$ cat config.mk
export PLATFORM = sky130hd
export DESIGN_NAME = acm_lane
export DESIGN_NICKNAME = d
export VERILOG_FILES = /design/src/acm_pkg.sv /design/src/acm_lane.sv
export SDC_FILE = /design/constraint.sdc
export NUM_CORES = 1
export LEC_CHECK = 0
export ABC_AREA = 1
export BUFFER_PORTS_ARGS = -buffer_cell sky130_fd_sc_hd__buf_2
export CORE_ASPECT_RATIO = 0.7
export CORE_MARGIN = 2
export CORE_UTILIZATION = 30
export DETAILED_ROUTE_END_ITERATION = 8
export SYNTH_ARGS = -nofsm -noshare
export SYNTH_HDL_FRONTEND = slang
export SYNTH_SLANG_ARGS = --single-unit
$ cat constraint.sdc
create_clock -name clk_i -period 7.45 [get_ports clk_i]
set_clock_uncertainty 0.05 [all_clocks]
set_input_delay 1.1175 -clock clk_i [delete_from_list [all_inputs] [get_ports clk_i]]
set_output_delay 1.1175 -clock clk_i [all_outputs]
set_load 0.02 [all_outputs]
$ cat src/acm_pkg.sv
package acm_pkg;

  // Channel count of the port list, and how many of those channels are built.
  localparam int NumCh     = 8;
  localparam int NumInputs = 8;

  localparam int SampleW  = 16;
  localparam int VolW     = 8;
  localparam int PanW     = 8;
  localparam int WeightW  = 8;
  localparam int ProdW    = 24;                  // sample * volume
  localparam int TermW    = 32;                  // product * pan weight
  localparam int SumW     = TermW + 3;           // sum of eight terms
  localparam int AccW     = SumW + 1;            // after blend
  localparam int MasterW  = 16;
  localparam int YW       = AccW + MasterW + 1;  // after master gain
  localparam int FullShift = 42;                 // saturation bound 2^42
  localparam int YoW      = FullShift + 2;       // offset value 0 .. 2^43
  localparam int SplitW   = 21;
  localparam int KW       = 31;
  localparam int AkW      = YoW - SplitW + KW;
  localparam int BkW      = SplitW + KW;
  localparam int CodeW    = 32;
  localparam int OutW     = 16;
  localparam int NarrowW  = 8;
  localparam int CfgW     = 64;
  localparam int CfgIdxW  = 3;

  localparam logic [WeightW-1:0] WeightFull = WeightW'(128);
  localparam logic [WeightW-1:0] WeightHalf = WeightW'(64);
  localparam int MonoShift = 7;

  localparam logic [KW-1:0] CodeK = 31'h7FFF_FFFF;

  localparam int LaneStages   = 2;
  localparam int MergeStages  = 2;
  localparam int FinishStages = 6;
  localparam int Latency      = LaneStages + MergeStages + FinishStages;

  typedef enum logic [CfgIdxW-1:0] {
    RegEnableMask     = 3'd0,
    RegChannelVolumes = 3'd1,
    RegChannelPans    = 3'd2,
    RegMasterVolume   = 3'd3,
    RegStereoOut      = 3'd4,
    RegWideOutput     = 3'd5,
    RegUnsignedOut    = 3'd6,
    RegSwapLr         = 3'd7
  } cfg_idx_e;

  typedef struct packed {
    logic signed [TermW-1:0] left;
    logic signed [TermW-1:0] right;
    logic signed [TermW-1:0] mono;
  } lane_term_t;

  typedef struct packed {
    logic wide;        // 16-bit codes
    logic offset_bin;  // flip sign bit
    logic zero;        // force code to zero
  } fin_cfg_t;

endpackage

$ cat src/acm_lane.sv
module acm_lane import acm_pkg::*; (
  input  logic                      clk_i,
  input  logic                      enable_i,
  input  logic signed [SampleW-1:0] sample_i,
  input  logic [VolW-1:0]           volume_i,
  input  logic signed [PanW-1:0]    pan_i,
  output lane_term_t                term_o
);

  logic signed [SampleW+VolW:0]   prod_full;
  logic signed [ProdW-1:0]        p_d, p_q;
  logic [WeightW-1:0]             pan_mag;
  logic [WeightW-1:0]             lw_d, lw_q, rw_d, rw_q;
  logic signed [ProdW+WeightW:0]  left_full, right_full;
  logic signed [TermW-1:0]        p_ext;
  lane_term_t                     term_d, term_q;

  // stage 1: volume product and pan weights
  always_comb begin
    prod_full = sample_i * $signed({1'b0, volume_i});
    p_d       = enable_i ? prod_full[ProdW-1:0] : '0;
    pan_mag   = WeightW'(~pan_i) + WeightW'(1);
    if (pan_i[PanW-1]) begin
      lw_d = pan_mag;
      rw_d = WeightFull - pan_mag;
    end else if (pan_i != '0) begin
      rw_d = WeightW'(pan_i);
      lw_d = WeightFull - WeightW'(pan_i);
    end else begin
      lw_d = WeightHalf;
      rw_d = WeightHalf;
    end
  end

  always_ff @(posedge clk_i) begin
    p_q  <= p_d;
    lw_q <= lw_d;
    rw_q <= rw_d;
  end

  // stage 2: pan split and mono term
  always_comb begin
    left_full    = p_q * $signed({1'b0, lw_q});
    right_full   = p_q * $signed({1'b0, rw_q});
    p_ext        = TermW'(p_q);
    term_d.left  = left_full[TermW-1:0];
    term_d.right = right_full[TermW-1:0];
    term_d.mono  = p_ext <<< MonoShift;
  end

  always_ff @(posedge clk_i) begin
    term_q <= term_d;
  end

  assign term_o = term_q;

endmodule

Yosys cells after proc, flatten, opt, wreduce, memory -nomap -nowiden
Cells that the tools add are included.
{"block": "word_totals", "reg_bits": 128, "elab_cells": 18, "in_bits": 34, "out_inout_bits": 96}
{"block": "classes", "mul": 3, "addsub": 3, "n_reduce_logical": 1, "n_mux": 4, "n_bitwise": 1}
{"cell": "$mul A24 B9 Y32", "n": 2}
{"cell": "$mul A16 B9 Y24", "n": 1}
{"cell": "$mux W8", "n": 3}
{"cell": "$sub A8 B8 Y8 const A", "n": 2}
{"cell": "$add A8 B2 Y8 const B", "n": 1}
{"cell": "$not A8 Y8", "n": 1}
{"cell": "$reduce_bool A8 Y1", "n": 1}
{"cell": "$mux W7", "n": 1}

Depth between registers and ports, before layout
{"block": "logic_depth", "word_depth": 4, "depth_mapped": 23, "mapped_depth_nobuf": 22}

Worst setup path after synthesis
Ideal clock, no wire load.
{"block": "synth_timing", "path_kind": "input to register", "from": "input port volume_i[0]", "to": "register p_q[22]", "arrival_ns": 4.849, "path_slack_ns": 2.436, "setup_ns": 0.115, "cell_stages": 18, "n_path_buf": 2, "required_ns": 7.285, "cell_sequence": "clkbuf_1 -> clkbuf_1 -> nand2_1 -> fa_1 -> inv_1 -> fa_1 -> fa_1 -> inv_1 -> fa_1 -> inv_1 -> ha_1 -> nand2_1 -> nor2_1 -> nand3_1 -> nand3_1 -> nand2_1 -> a21oi_1 -> nor2_1"}
{"block": "synth_between", "elab_chain_cells": 1}
{"element": "from (decl)", "line": "acm_lane.sv:5", "text": "input logic [VolW-1:0] volume_i,"}
{"element": "$mul A16 B9 Y24", "line": "acm_lane.sv:20", "text": "prod_full = sample_i * $signed({1'b0, volume_i});"}
{"element": "to (signal assigned)", "line": "acm_lane.sv:36", "text": "p_q <= p_d;"}
{"element": "to (decl)", "line": "acm_lane.sv:11", "text": "logic signed [ProdW-1:0] p_d, p_q;"}
No other way between the ends.
A chain may end at the register's enable or synchronous reset.

==> qor.txt <==
Clock Sinks - 126
Clock latency at the later pin of the worst-skew pair - 0.46 ns
Worst hold-check path type - flop to flop
Critical R2R Capture - term_o[63]$_DFF_P_
Detail Placement HPWL - 49000 µm
Worst-case register-to-register setup slack - 2.07 ns
Synth-to-layout area growth - 9.21%
Status - finished, violations left
Antenna violations before repair - 0
Crit path capture type - flop
Final Wtd Congestion - 0.952
Number of flip-flops and latches in the synthesized netlist - 126
Final Max Tran Viols - 0
Setup repair after global routing missed its margin - false
Critical setup path kind - flop to flop
Seq/Total Area, Yosys - 11.3%
Setup violation total in the final timing report - 0
Router iterations before antenna repair - 7
Number of global-route vias before repair - 18377
Dominant cell type by count on the critical path - nand2_1
Biggest area contributors in the synthesized netlist - fa_1 (36%), inv_1 (16%), nand2_1 (15%)
Slowest stage cell on the critical path - dfxtp_1
Residual antenna-violating net count after detailed routing - 0
Total Nets Final - 3712
Avg Synthesized Cell Area - 7.30 µm²
Netlist area before placement - 22300 µm²
First-pass GRT wire length - 97400 µm
Aggregate routed wire length - 58100 µm
Die area - 76600 µm²
Proportion of layout cells with a drive suffix above 1 - 6.25%
Number of top-level design ports - 130
CP Max Fanout - 24
Effective utilization at floorplan - 30.4%
Failing checks - DRC
Transition at the pin with the smallest max-transition slack - 1.22 ns
Cts bufs inserted - 17
Total number of yosys warnings - 0
Core Area - 73500 µm²
Max-cap viol count - 0
GR Overflow Total - 0
Horizontal die dimension - 330 µm
Timing-limited maximum frequency - 186 MHz
Hold wc startpoint - p_q[9]$_SDFF_PN0_
Worst Hold Endpoint - term_o[16]$_DFF_P_
Setup fix buffers added after clock tree synthesis - 0
Clock slew at reported path FFs - 0.07 ns
Slew headroom - 18.9%
Launching element type of the critical path - flop
Post-synthesis cell count - 3058
Number of different library cells in the post-synthesis netlist - 39
Period Utilization, post-route - 72.2%
Number of hold-repair buffers added at the cts stage - 0
Critical path cell sequence - nand2_1, inv_1, fa_1, fa_1, fa_1, inv_1, fa_1, inv_1, ha_1, nand2_1, nor2_1, nand2_1, nor4_1, nand2_1, nand3_1, nand2_1
Global-route total usage across every layer - 16.1%
Area share of the largest cell type after synthesis - 35.5%
Leading cell types in the layout, fill and taps excluded - inv_1 (947), nand2_1 (864), fa_1 (396)
Minimum period implied by the final worst setup slack - 5.38 ns
Most area-hungry cell type in the Yosys netlist - fa_1
CTS Root Cell - clkbuf_16
DRC Markers - 6
Post-layout utilization of the core - 33.2%
Maximum buffer depth of the clock tree - 2
Total number of vias - 17989
Largest stage delay on the critical path - 0.91 ns
Height of the die - 232 µm
Cell row count - 83
Worst hold path cell count - 0
FF-to-FF Start - lw_q[0]$_DFF_P_
Largest net degree at the start of global routing - 25
Critical path data required time - 7.76 ns
TritonCTS clock tree - done
Count of cells along the worst register-to-register path - 16
Diodes inserted - 0
Final hold vios - 0
# resized after CTS - 0
Most common cell after layout, fill and taps aside - inv_1
Initial drt markers - 1385
Routed length per placed instance - 14.2 µm
Aggregate negative setup slack - 0 ns
Endpoint arrival time on the critical path - 5.69 ns
Port buffer count - 122
Vias per std cell - 4.39
H-tree level count - 4
per-layer routing:
| layer | wire (µm) | GRT usage (%) |
|---|---|---|
| met1 | 29400 | 24.4 |
| met2 | 23300 | 23.6 |
| met3 | 4800 | 3.52 |
| met4 | 593 | 2.67 |
| met5 | 0 | 0 |
cells in the mapped netlist, drive strengths merged:
cell type  count
a21oi         87
o21bai         3
o211ai         1
nor3b          1
nand2        876
o21ai         50
inv          950
conb           1
dfxtp        126
o21a           6
nand4         35
a21boi         2
nor4           4
clkbuf        90
o22ai          2
a21o           2
or2            2
and2           4
nand3         77
xor2          29
nor3           8
o31ai          1
ha           174
nand3b         2
nor2         110
fa           396
buf            9
xnor2         10
state kept, by name, summed over array words and instances (netlist names):
name and cells:
lw_q 8, rw_q 7, p_q 24, term_o 87
cell type report:
cell class	instances	area, µm²
fill	7925	49100
timing repair buffer	124	626
clock inverter	15	175
sequential	126	2520
tap	977	1220
multi-input combinational	1889	15800
inverter	950	3570
clock buffer	17	425
worst max-delay path, delay by kind of cell, from the launching register on:
kind          cells  cell delay (ns)
flops             1             0.91
fa+ha+maj         5             2.45
buf+inv           3             0.38
simple gates      8             1.49
how the worst max path moves through the flow:
| stage | start | to | slack, ns | cells after the start |
|---|---|---|---|---|
| 4_1_cts | lw_q[0]$_DFF_P_ | term_o[63]$_DFF_P_ | 2.14 | 16 |
| 5_1_grt | lw_q[0]$_DFF_P_ | term_o[61]$_DFF_P_ | 1.76 | 17 |
| 3_3_place_gp | volume_i[0] | p_q[21]$_SDFF_PN0_ | 2.22 | 19 |
| 6_report | lw_q[0]$_DFF_P_ | term_o[63]$_DFF_P_ | 2.07 | 16 |
| 3_5_place_dp | volume_i[0] | p_q[21]$_SDFF_PN0_ | 2.13 | 19 |
| 2_1_floorplan | volume_i[0] | p_q[22]$_SDFF_PN0_ | 2.44 | 18 |
kinds of logic after synthesis:
| family | Yosys count | share of synthesized area, % |
|---|---|---|
| xor+xnor | 39 | 1.53 |
| buf+inv | 1049 | 17.8 |
| flops | 126 | 11.3 |
| fa+ha+maj | 570 | 45.3 |
| compound gates | 154 | 3.67 |
| other cells | 1 | 0.0168 |
| simple gates | 1119 | 20.4 |
through the flow:
stage               instance area, µm²  hold slack [ns]  cells  worst slack, ns
global placement                 23800            0.413   4066             2.22
finish                           24400            0.410   4098             2.07
global route                     24400            0.422   4098             1.76
floorplan                        22300            0.348   3064             2.44
CTS                              24400            0.415   4098             2.14
detailed placement               23800            0.406   4066             2.13
Power is not shown: default switching activity piles up to over one toggle a cycle in this logic, so the estimate is an artifact.
