===== config.mk =====
export PLATFORM = sky130hd
export DESIGN_NAME = acm_finish
export DESIGN_NICKNAME = d
export VERILOG_FILES = /design/src/acm_pkg.sv /design/src/acm_finish.sv
export SDC_FILE = /design/constraint.sdc
export NUM_CORES = 2
export LEC_CHECK = 0
export ABC_AREA = 1
export BUFFER_PORTS_ARGS = -buffer_cell sky130_fd_sc_hd__buf_2
export CORE_ASPECT_RATIO = 1.2
export CORE_MARGIN = 2
export CORE_UTILIZATION = 25
export CTS_CLUSTER_DIAMETER = 100
export DETAILED_ROUTE_END_ITERATION = 10
export PLACE_DENSITY = 0.46
export RECOVER_POWER = 25
export SKIP_LAST_GASP = 1
export SLEW_MARGIN = 20
export SYNTH_ARGS = -nofsm -noshare
export SYNTH_HDL_FRONTEND = slang
export SYNTH_SLANG_ARGS = --single-unit

===== constraint.sdc =====
create_clock -name clk_i -period 8.5 [get_ports clk_i]
set_input_delay 1.7 -clock clk_i [delete_from_list [all_inputs] [get_ports clk_i]]
set_output_delay 1.7 -clock clk_i [all_outputs]
set_load 0.005 [all_outputs]

===== src/acm_pkg.sv =====
package acm_pkg;

  // Channel count of the port list, and how many of those channels are built.
  localparam int NumCh     = 8;
  localparam int NumInputs = 8;

  localparam int SampleW  = 16;
  localparam int VolW     = 8;
  localparam int PanW     = 8;
  localparam int WeightW  = 8;
  localparam int ProdW    = 24;                  // sample * volume
  localparam int TermW    = 32;                  // product * pan weight
  localparam int SumW     = TermW + 3;           // sum of eight terms
  localparam int AccW     = SumW + 1;            // after blend
  localparam int MasterW  = 16;
  localparam int YW       = AccW + MasterW + 1;  // after master gain
  localparam int FullShift = 42;                 // saturation bound 2^42
  localparam int YoW      = FullShift + 2;       // offset value 0 .. 2^43
  localparam int SplitW   = 21;
  localparam int KW       = 31;
  localparam int AkW      = YoW - SplitW + KW;
  localparam int BkW      = SplitW + KW;
  localparam int CodeW    = 32;
  localparam int OutW     = 16;
  localparam int NarrowW  = 8;
  localparam int CfgW     = 64;
  localparam int CfgIdxW  = 3;

  localparam logic [WeightW-1:0] WeightFull = WeightW'(128);
  localparam logic [WeightW-1:0] WeightHalf = WeightW'(64);
  localparam int MonoShift = 7;

  localparam logic [KW-1:0] CodeK = 31'h7FFF_FFFF;

  localparam int LaneStages   = 2;
  localparam int MergeStages  = 2;
  localparam int FinishStages = 6;
  localparam int Latency      = LaneStages + MergeStages + FinishStages;

  typedef enum logic [CfgIdxW-1:0] {
    RegEnableMask     = 3'd0,
    RegChannelVolumes = 3'd1,
    RegChannelPans    = 3'd2,
    RegMasterVolume   = 3'd3,
    RegStereoOut      = 3'd4,
    RegWideOutput     = 3'd5,
    RegUnsignedOut    = 3'd6,
    RegSwapLr         = 3'd7
  } cfg_idx_e;

  typedef struct packed {
    logic signed [TermW-1:0] left;
    logic signed [TermW-1:0] right;
    logic signed [TermW-1:0] mono;
  } lane_term_t;

  typedef struct packed {
    logic wide;        // 16-bit codes
    logic offset_bin;  // flip sign bit
    logic zero;        // force code to zero
  } fin_cfg_t;

endpackage


===== src/acm_finish.sv =====
module acm_finish import acm_pkg::*; (
  input  logic                   clk_i,
  input  fin_cfg_t               cfg_i,
  input  logic [MasterW-1:0]     master_i,
  input  logic signed [AccW-1:0] acc_i,
  output logic [OutW-1:0]        code_o
);

  localparam logic signed [YW-1:0] FullPos = YW'(64'd1 << FullShift);
  localparam logic signed [YW-1:0] FullNeg = -FullPos;
  localparam logic [BkW:0]         RoundC  = (BkW+1)'(64'd1 << (2 * SplitW - 1));

  logic signed [YW-1:0]    y_q, y_sat, yo_full;
  logic [YoW-1:0]          yo_q;
  logic [AkW-1:0]          ak_q, ak2_q;
  logic [BkW-1:0]          bk_q;
  logic [BkW:0]            bk_rnd;
  logic [CodeW-1:0]        low_q;
  logic [AkW:0]            r_sum;
  logic [CodeW-1:0]        r_q, code;
  logic [OutW-1:0]         code_d, code_q;

  // F1: master gain
  always_ff @(posedge clk_i) begin
    y_q <= acc_i * $signed({1'b0, master_i});
  end

  // F2: saturate to +-2^42 and offset to non-negative
  always_comb begin
    if (y_q > FullPos) begin
      y_sat = FullPos;
    end else if (y_q < FullNeg) begin
      y_sat = FullNeg;
    end else begin
      y_sat = y_q;
    end
    yo_full = y_sat + FullPos;
  end

  always_ff @(posedge clk_i) begin
    yo_q <= yo_full[YoW-1:0];
  end

  // F3: scale both halves by 2^31-1
  always_ff @(posedge clk_i) begin
    ak_q <= yo_q[YoW-1:SplitW] * CodeK;
    bk_q <= yo_q[SplitW-1:0] * CodeK;
  end

  // F4: round low half
  assign bk_rnd = {1'b0, bk_q} + RoundC;

  always_ff @(posedge clk_i) begin
    low_q <= bk_rnd[BkW:SplitW];
    ak2_q <= ak_q;
  end

  // F5: combine halves
  assign r_sum = {1'b0, ak2_q} + (AkW+1)'(low_q);

  always_ff @(posedge clk_i) begin
    r_q <= r_sum[SplitW+CodeW-1:SplitW];
  end

  // F6: recenter, sign flip, width select or zero
  always_comb begin
    code        = r_q - CodeW'(CodeK);
    code[CodeW-1] = code[CodeW-1] ^ cfg_i.offset_bin;
    if (cfg_i.zero) begin
      code_d = '0;
    end else if (cfg_i.wide) begin
      code_d = code[CodeW-1:CodeW-OutW];
    end else begin
      code_d = OutW'(code[CodeW-1:CodeW-NarrowW]);
    end
  end

  always_ff @(posedge clk_i) begin
    code_q <= code_d;
  end

  assign code_o = code_q;

endmodule

* Word-level counts from Yosys, hierarchy flattened
Index checks and enable logic that the tools add are counted.
** Storage, ports and cells
- Register bits after elaboration :: 335
- Input port bits :: 56
- Output and inout port bits :: 16
- Logic and storage cells :: 24
** Operators by class
- Add/subtract/negate cells :: 4
- $mul :: 3
- $lt $le $gt $ge :: 2
- Multiplexer cells :: 3
- Bitwise gates (word level) :: 2
- Reductions and logical operators :: 1
** Operators with widths (count)
- $mux W44 :: 2
- $add A52 B42 Y53 const B :: 1
- $add A53 B32 Y53 :: 1
- $gt A53 B44 Y1 const B :: 1
- $lt A53 B43 Y1 const B :: 1
- $mul A23 B31 Y53 const B :: 1
- $mul A36 B17 Y53 :: 1
- $mul A21 B31 Y52 const B :: 1
- $add A44 B44 Y44 const B :: 1
- $sub A32 B31 Y32 const B :: 1
- $mux W8 :: 1
- $reduce_or A2 Y1 :: 1
- $not A1 Y1 :: 1
- $xor A1 B1 Y1 :: 1

* Logic depth before layout (Yosys ltp)
- Depth in word-level cells :: 4
- Gate-level depth with buffers :: 30
- Gate-level depth less buffers :: 30

* Least setup slack after synthesis
No wires, ideal clock.
- Path kind :: input -> register
- From :: input port master_i[2]
- To :: register y_q[40]
- Library setup time :: 0.113 ns
- Data arrival time :: 6.728 ns
- Data required time :: 8.387 ns
- Setup slack :: 1.659 ns
- Stages :: 23
- Buffers on the path :: 2
- Cell sequence :: clkbuf_1 -> clkbuf_1 -> nand2_1 -> fa_1 -> inv_1 -> fa_1 -> inv_1 -> fa_1 -> inv_1 -> fa_1 -> inv_1 -> fa_1 -> inv_1 -> fa_1 -> ha_1 -> nand2_1 -> inv_1 -> nand2_1 -> nor3_1 -> nand3_1 -> nand3b_1 -> nand4_1 -> nand2_1
** On the way
- Cells in the longest elaborated chain, start to end :: 1
** Ends and longest elaborated chain
- start: declaration :: line acm_finish.sv:4 : input logic [MasterW-1:0] master_i,
- $mul A36 B17 Y53 :: line acm_finish.sv:25 : y_q <= acc_i * $signed({1'b0, master_i});
- end signal: assignment :: line acm_finish.sv:25
- end: declaration :: line acm_finish.sv:13 : logic signed [YW-1:0] y_q, y_sat, yo_full;
Every way passes these cells.
A chain may end at the register's enable or synchronous reset.

* Worst setup path after layout
- From :: register yo_q[23]
- To :: register ak_q[37]
** On the way
- Cells in the longest elaborated chain, start to end :: 1
** Ends and longest elaborated chain
- start: declaration :: line acm_finish.sv:14 : logic [YoW-1:0] yo_q;
- start signal: assignment :: line acm_finish.sv:41 : yo_q <= yo_full[YoW-1:0];
- $mul A23 B31 Y53 :: line acm_finish.sv:46 : ak_q <= yo_q[YoW-1:SplitW] * CodeK;
- end signal: assignment :: line acm_finish.sv:46
- end: declaration :: line acm_finish.sv:15 : logic [AkW-1:0] ak_q, ak2_q;
Every way passes these cells.

==> metrics.log <==
INFO  metric outcome = complete, no violations
INFO  metric syn_inst = 7003
INFO  metric synth_warnings = 0
INFO  metric setup_repair_after_global_routing_missed_its_margin = no
INFO  metric drc_errors = 0
INFO  metric cts_htree_levels = 2
INFO  metric final-max-slew-violation-count = 0
INFO  metric worstSkewPairLatency = 610 ps
INFO  metric max-slew-margin-rel = 16.3%
INFO  metric path_clk_slew = 60 ps
INFO  metric dp_worst_setup_slack = 482 ps
INFO  metric post_synth_xor_area_fraction = 1.97%
INFO  metric edff_count_synth = 0
INFO  metric post_synthesis_compound_gate_area_fraction = 4.12%
INFO  metric cap_viol_max_count = 0
INFO  metric synthDominantCellAreaShare = 33.9%
INFO  metric synthToLayoutAreaGrowth = 9.44%
INFO  metric crit_type = flip-flop to flip-flop
INFO  metric post_layout_nonfiller_instances = 9804
INFO  metric finalWorstSetupSlack = 975 ps
INFO  metric post_synthesis_async_set_or_reset_flop_share = 0%
INFO  metric synth_area_leader_cell = sky130_fd_sc_hd__fa_1
INFO  metric timing.critical_path.to_type = flip-flop
INFO  metric crit_fanout = 7
INFO  metric count_of_nets_after_finishing = 8424
INFO  metric timing.reg2reg.setup_slack = 980 ps
INFO  metric critPathLaunch = yo_q[23]
INFO  metric cts_buffer_depth = 3
INFO  metric initial_core_util = 25.1%
INFO  metric placed_cells_incl_taps = 9727
INFO  metric gr-total-overflow = 0
INFO  metric finClkSkew = 40.3 ps
INFO  metric route.vias.total = 41700
INFO  metric final.period_utilization = 88.5%
INFO  metric floorplan.die.height = 504 um
INFO  metric std_cell_rows = 183
INFO  metric synth.most_common_cell = sky130_fd_sc_hd__inv_1
INFO  metric io_pins = 72
INFO  metric die-area = 0.212 mm^2
INFO  metric fin_tns_setup = 0 ps
INFO  metric tightest_slew = 1250 ps
INFO  metric cts_sinks = 314
INFO  metric timing.final.crit_period = 7520 ps
INFO  metric antenna_found_initial = 6
INFO  metric synthDistinctLibCells = 41
INFO  metric holdCritPathClass = flip-flop to flip-flop
INFO  metric holdBufCountCts = 0
INFO  metric post_synth.cell_area_avg = 7.43 um^2
INFO  metric cp-start-kind = flip-flop
INFO  metric cp.required = 8930 ps
INFO  metric post_cts_setup_repair_bufs = 0
INFO  metric syn-num-nets = 8432
INFO  metric post_synth_most_frequent_cells = sky130_fd_sc_hd__inv_1 (1969), sky130_fd_sc_hd__nand2_1 (1865), sky130_fd_sc_hd__fa_1 (880)
INFO  metric hold_violations = 0
INFO  metric final.hold.worst_slack = 292 ps
INFO  metric drt.antenna.violating_nets = 0
INFO  metric muxShareOfSynthArea = 0%
INFO  metric max_clock_freq = 133 MHz
INFO  metric grt_first_pass_wirelength = 259000 um
INFO  metric capturing_instance_or_port_of_the_critical_path = ak_q[37]
INFO  metric floorplan.core_area = 0.207 mm^2
INFO  metric ff2ff_path_depth = 22
INFO  metric replace_congestion = 0.926
INFO  metric synth_ff_type = sky130_fd_sc_hd__dfxtp_1
INFO  metric flip_flop_and_latch_count_after_synthesis = 314
INFO  metric dp_hpwl = 146000 um
INFO  metric ys_top_cells_by_area = sky130_fd_sc_hd__fa_1 (34%), sky130_fd_sc_hd__inv_1 (14%), sky130_fd_sc_hd__nand2_1 (13%)
INFO  metric globalRouteTotalUtil = 15.8%
INFO  metric sequential_element_share_of_the_synthesized_area = 12.1%
INFO  metric detailedRoute.firstPassIterationCount = 8
INFO  metric drt_iter0_drc = 1872
INFO  metric fp.dieW = 420 um
INFO  metric synth_simple_gate_area_share = 20.8%
INFO  metric post_cts_resized = 0
INFO  metric numPortBuffers = 71
INFO  metric cts.root.buffer_cell = sky130_fd_sc_hd__clkbuf_16
INFO  metric post_drt_wl_per_cell = 16.9 um
INFO  metric post_detailed_routing_wire_length = 166000 um
INFO  metric routed_vias_inst = 4.26
INFO  metric post_synth_instance_area = 0.0520 mm^2
INFO  metric first_global_vias = 45400
INFO  metric worst_r2r_endpoint = ak_q[37]
INFO  metric numCtsBuffers = 41
INFO  metric layout-drive-gt1-share = 2.51%
INFO  metric reg2reg_from = yo_q[23]
INFO  metric maximum_number_of_pins_on_one_net_before_global_route_repair = 44
INFO  metric synth_fa_ha_area_share = 45.7%
INFO  metric tritoncts = yes
INFO  metric cp.arrival = 7960 ps
INFO  metric setup_viol = 0
INFO  metric combinational_family_with_the_most_area_after_synthesis = adder cells
==> layout make-up <==
type	instances	area, um^2
diodes	4	10.0
clock buffers	51	1130
clock inverters	22	343
fillers	23100	150000
inverters	1969	7390
multi-input cells	4576	37800
flip-flops and latches	314	6290
well taps	2775	3470
repair buffers	93	529
==> logic make-up (layout without fill, tap and decap cells) <==
family	Yosys count	after routing
xor+xnor	115	115
fa+ha+maj	1373	1373
buf+inv	2113	2135
flops	314	314
simple gates	2686	2686
other cells	0	4
compound gates	402	402
==> flip-flops by register name, summed over array words and instances, names as in the netlist <==
| register | count |
|---|---|
| low_q | 32 |
| yo_q | 44 |
| code_o | 16 |
| ak2_q | 53 |
| ak_q | 53 |
| y_q | 53 |
| r_q | 32 |
| bk_q | 31 |
==> worst min-delay path by stage <==
stage | slack (ps) | from | cells past startpoint | end
after floorplan | 310 | ak_q[0] | 0 | ak2_q[0]
after global placement | 310 | ak_q[17] | 0 | ak2_q[17]
after detailed placement | 310 | ak_q[10] | 0 | ak2_q[10]
after CTS | 280 | ak_q[7] | 0 | ak2_q[7]
after global routing | 310 | ak_q[7] | 0 | ak2_q[7]
final | 290 | ak_q[7] | 0 | ak2_q[7]
==> cells in the final DEF (no fill, tap or decap), types with 101 or more instances in the layout <==
cell                         n
sky130_fd_sc_hd__inv_1    1969
sky130_fd_sc_hd__nand2_1  1865
sky130_fd_sc_hd__fa_1      880
sky130_fd_sc_hd__ha_1      493
sky130_fd_sc_hd__nor2_1    393
sky130_fd_sc_hd__dfxtp_1   314
sky130_fd_sc_hd__nand3_1   229
sky130_fd_sc_hd__a21oi_1   217
sky130_fd_sc_hd__o21ai_0   132
sky130_fd_sc_hd__nand4_1   101
==> critical path, stage by stage (launching register included) <==
cell and delay (ps):
sky130_fd_sc_hd__dfxtp_1 420, sky130_fd_sc_hd__inv_1 120, sky130_fd_sc_hd__fa_1 590, sky130_fd_sc_hd__fa_1 610
sky130_fd_sc_hd__inv_1 200, sky130_fd_sc_hd__fa_1 580, sky130_fd_sc_hd__buf_4 160, sky130_fd_sc_hd__inv_1 200
sky130_fd_sc_hd__fa_1 720, sky130_fd_sc_hd__inv_1 130, sky130_fd_sc_hd__fa_1 670, sky130_fd_sc_hd__fa_1 520
sky130_fd_sc_hd__xor2_1 180, sky130_fd_sc_hd__ha_1 200, sky130_fd_sc_hd__a21o_1 180, sky130_fd_sc_hd__ha_1 530
sky130_fd_sc_hd__inv_1 150, sky130_fd_sc_hd__nor2_1 220, sky130_fd_sc_hd__nand2_1 120, sky130_fd_sc_hd__nor4_1 420
sky130_fd_sc_hd__nand3_1 180, sky130_fd_sc_hd__nand4_1 140, sky130_fd_sc_hd__nand2_1 130
==> layer usage <==
layer | wire [um] | GRT usage (%) | vias to the layer above
met1 | 66300 | 18.1 | 20300
met3 | 4190 | 0.909 | 244
met4 | 7500 | 6.32 | 0
met5 | 0 | 0 | -
met2 | 88000 | 30.2 | 786
li1 | - | - | 20400
==> metrics by stage <==
| step | utilization (%) | cell area, um^2 |
|---|---|---|
| floorplan | - | 52000 |
| global placement | 26.8 | 55500 |
| detailed placement | 26.8 | 55500 |
| CTS | 27.5 | 56900 |
| global route | 27.5 | 56900 |
| finish | 27.5 | 56900 |
Power is not shown: default switching activity piles up to over one toggle a cycle in this logic, so the estimate is an artifact.
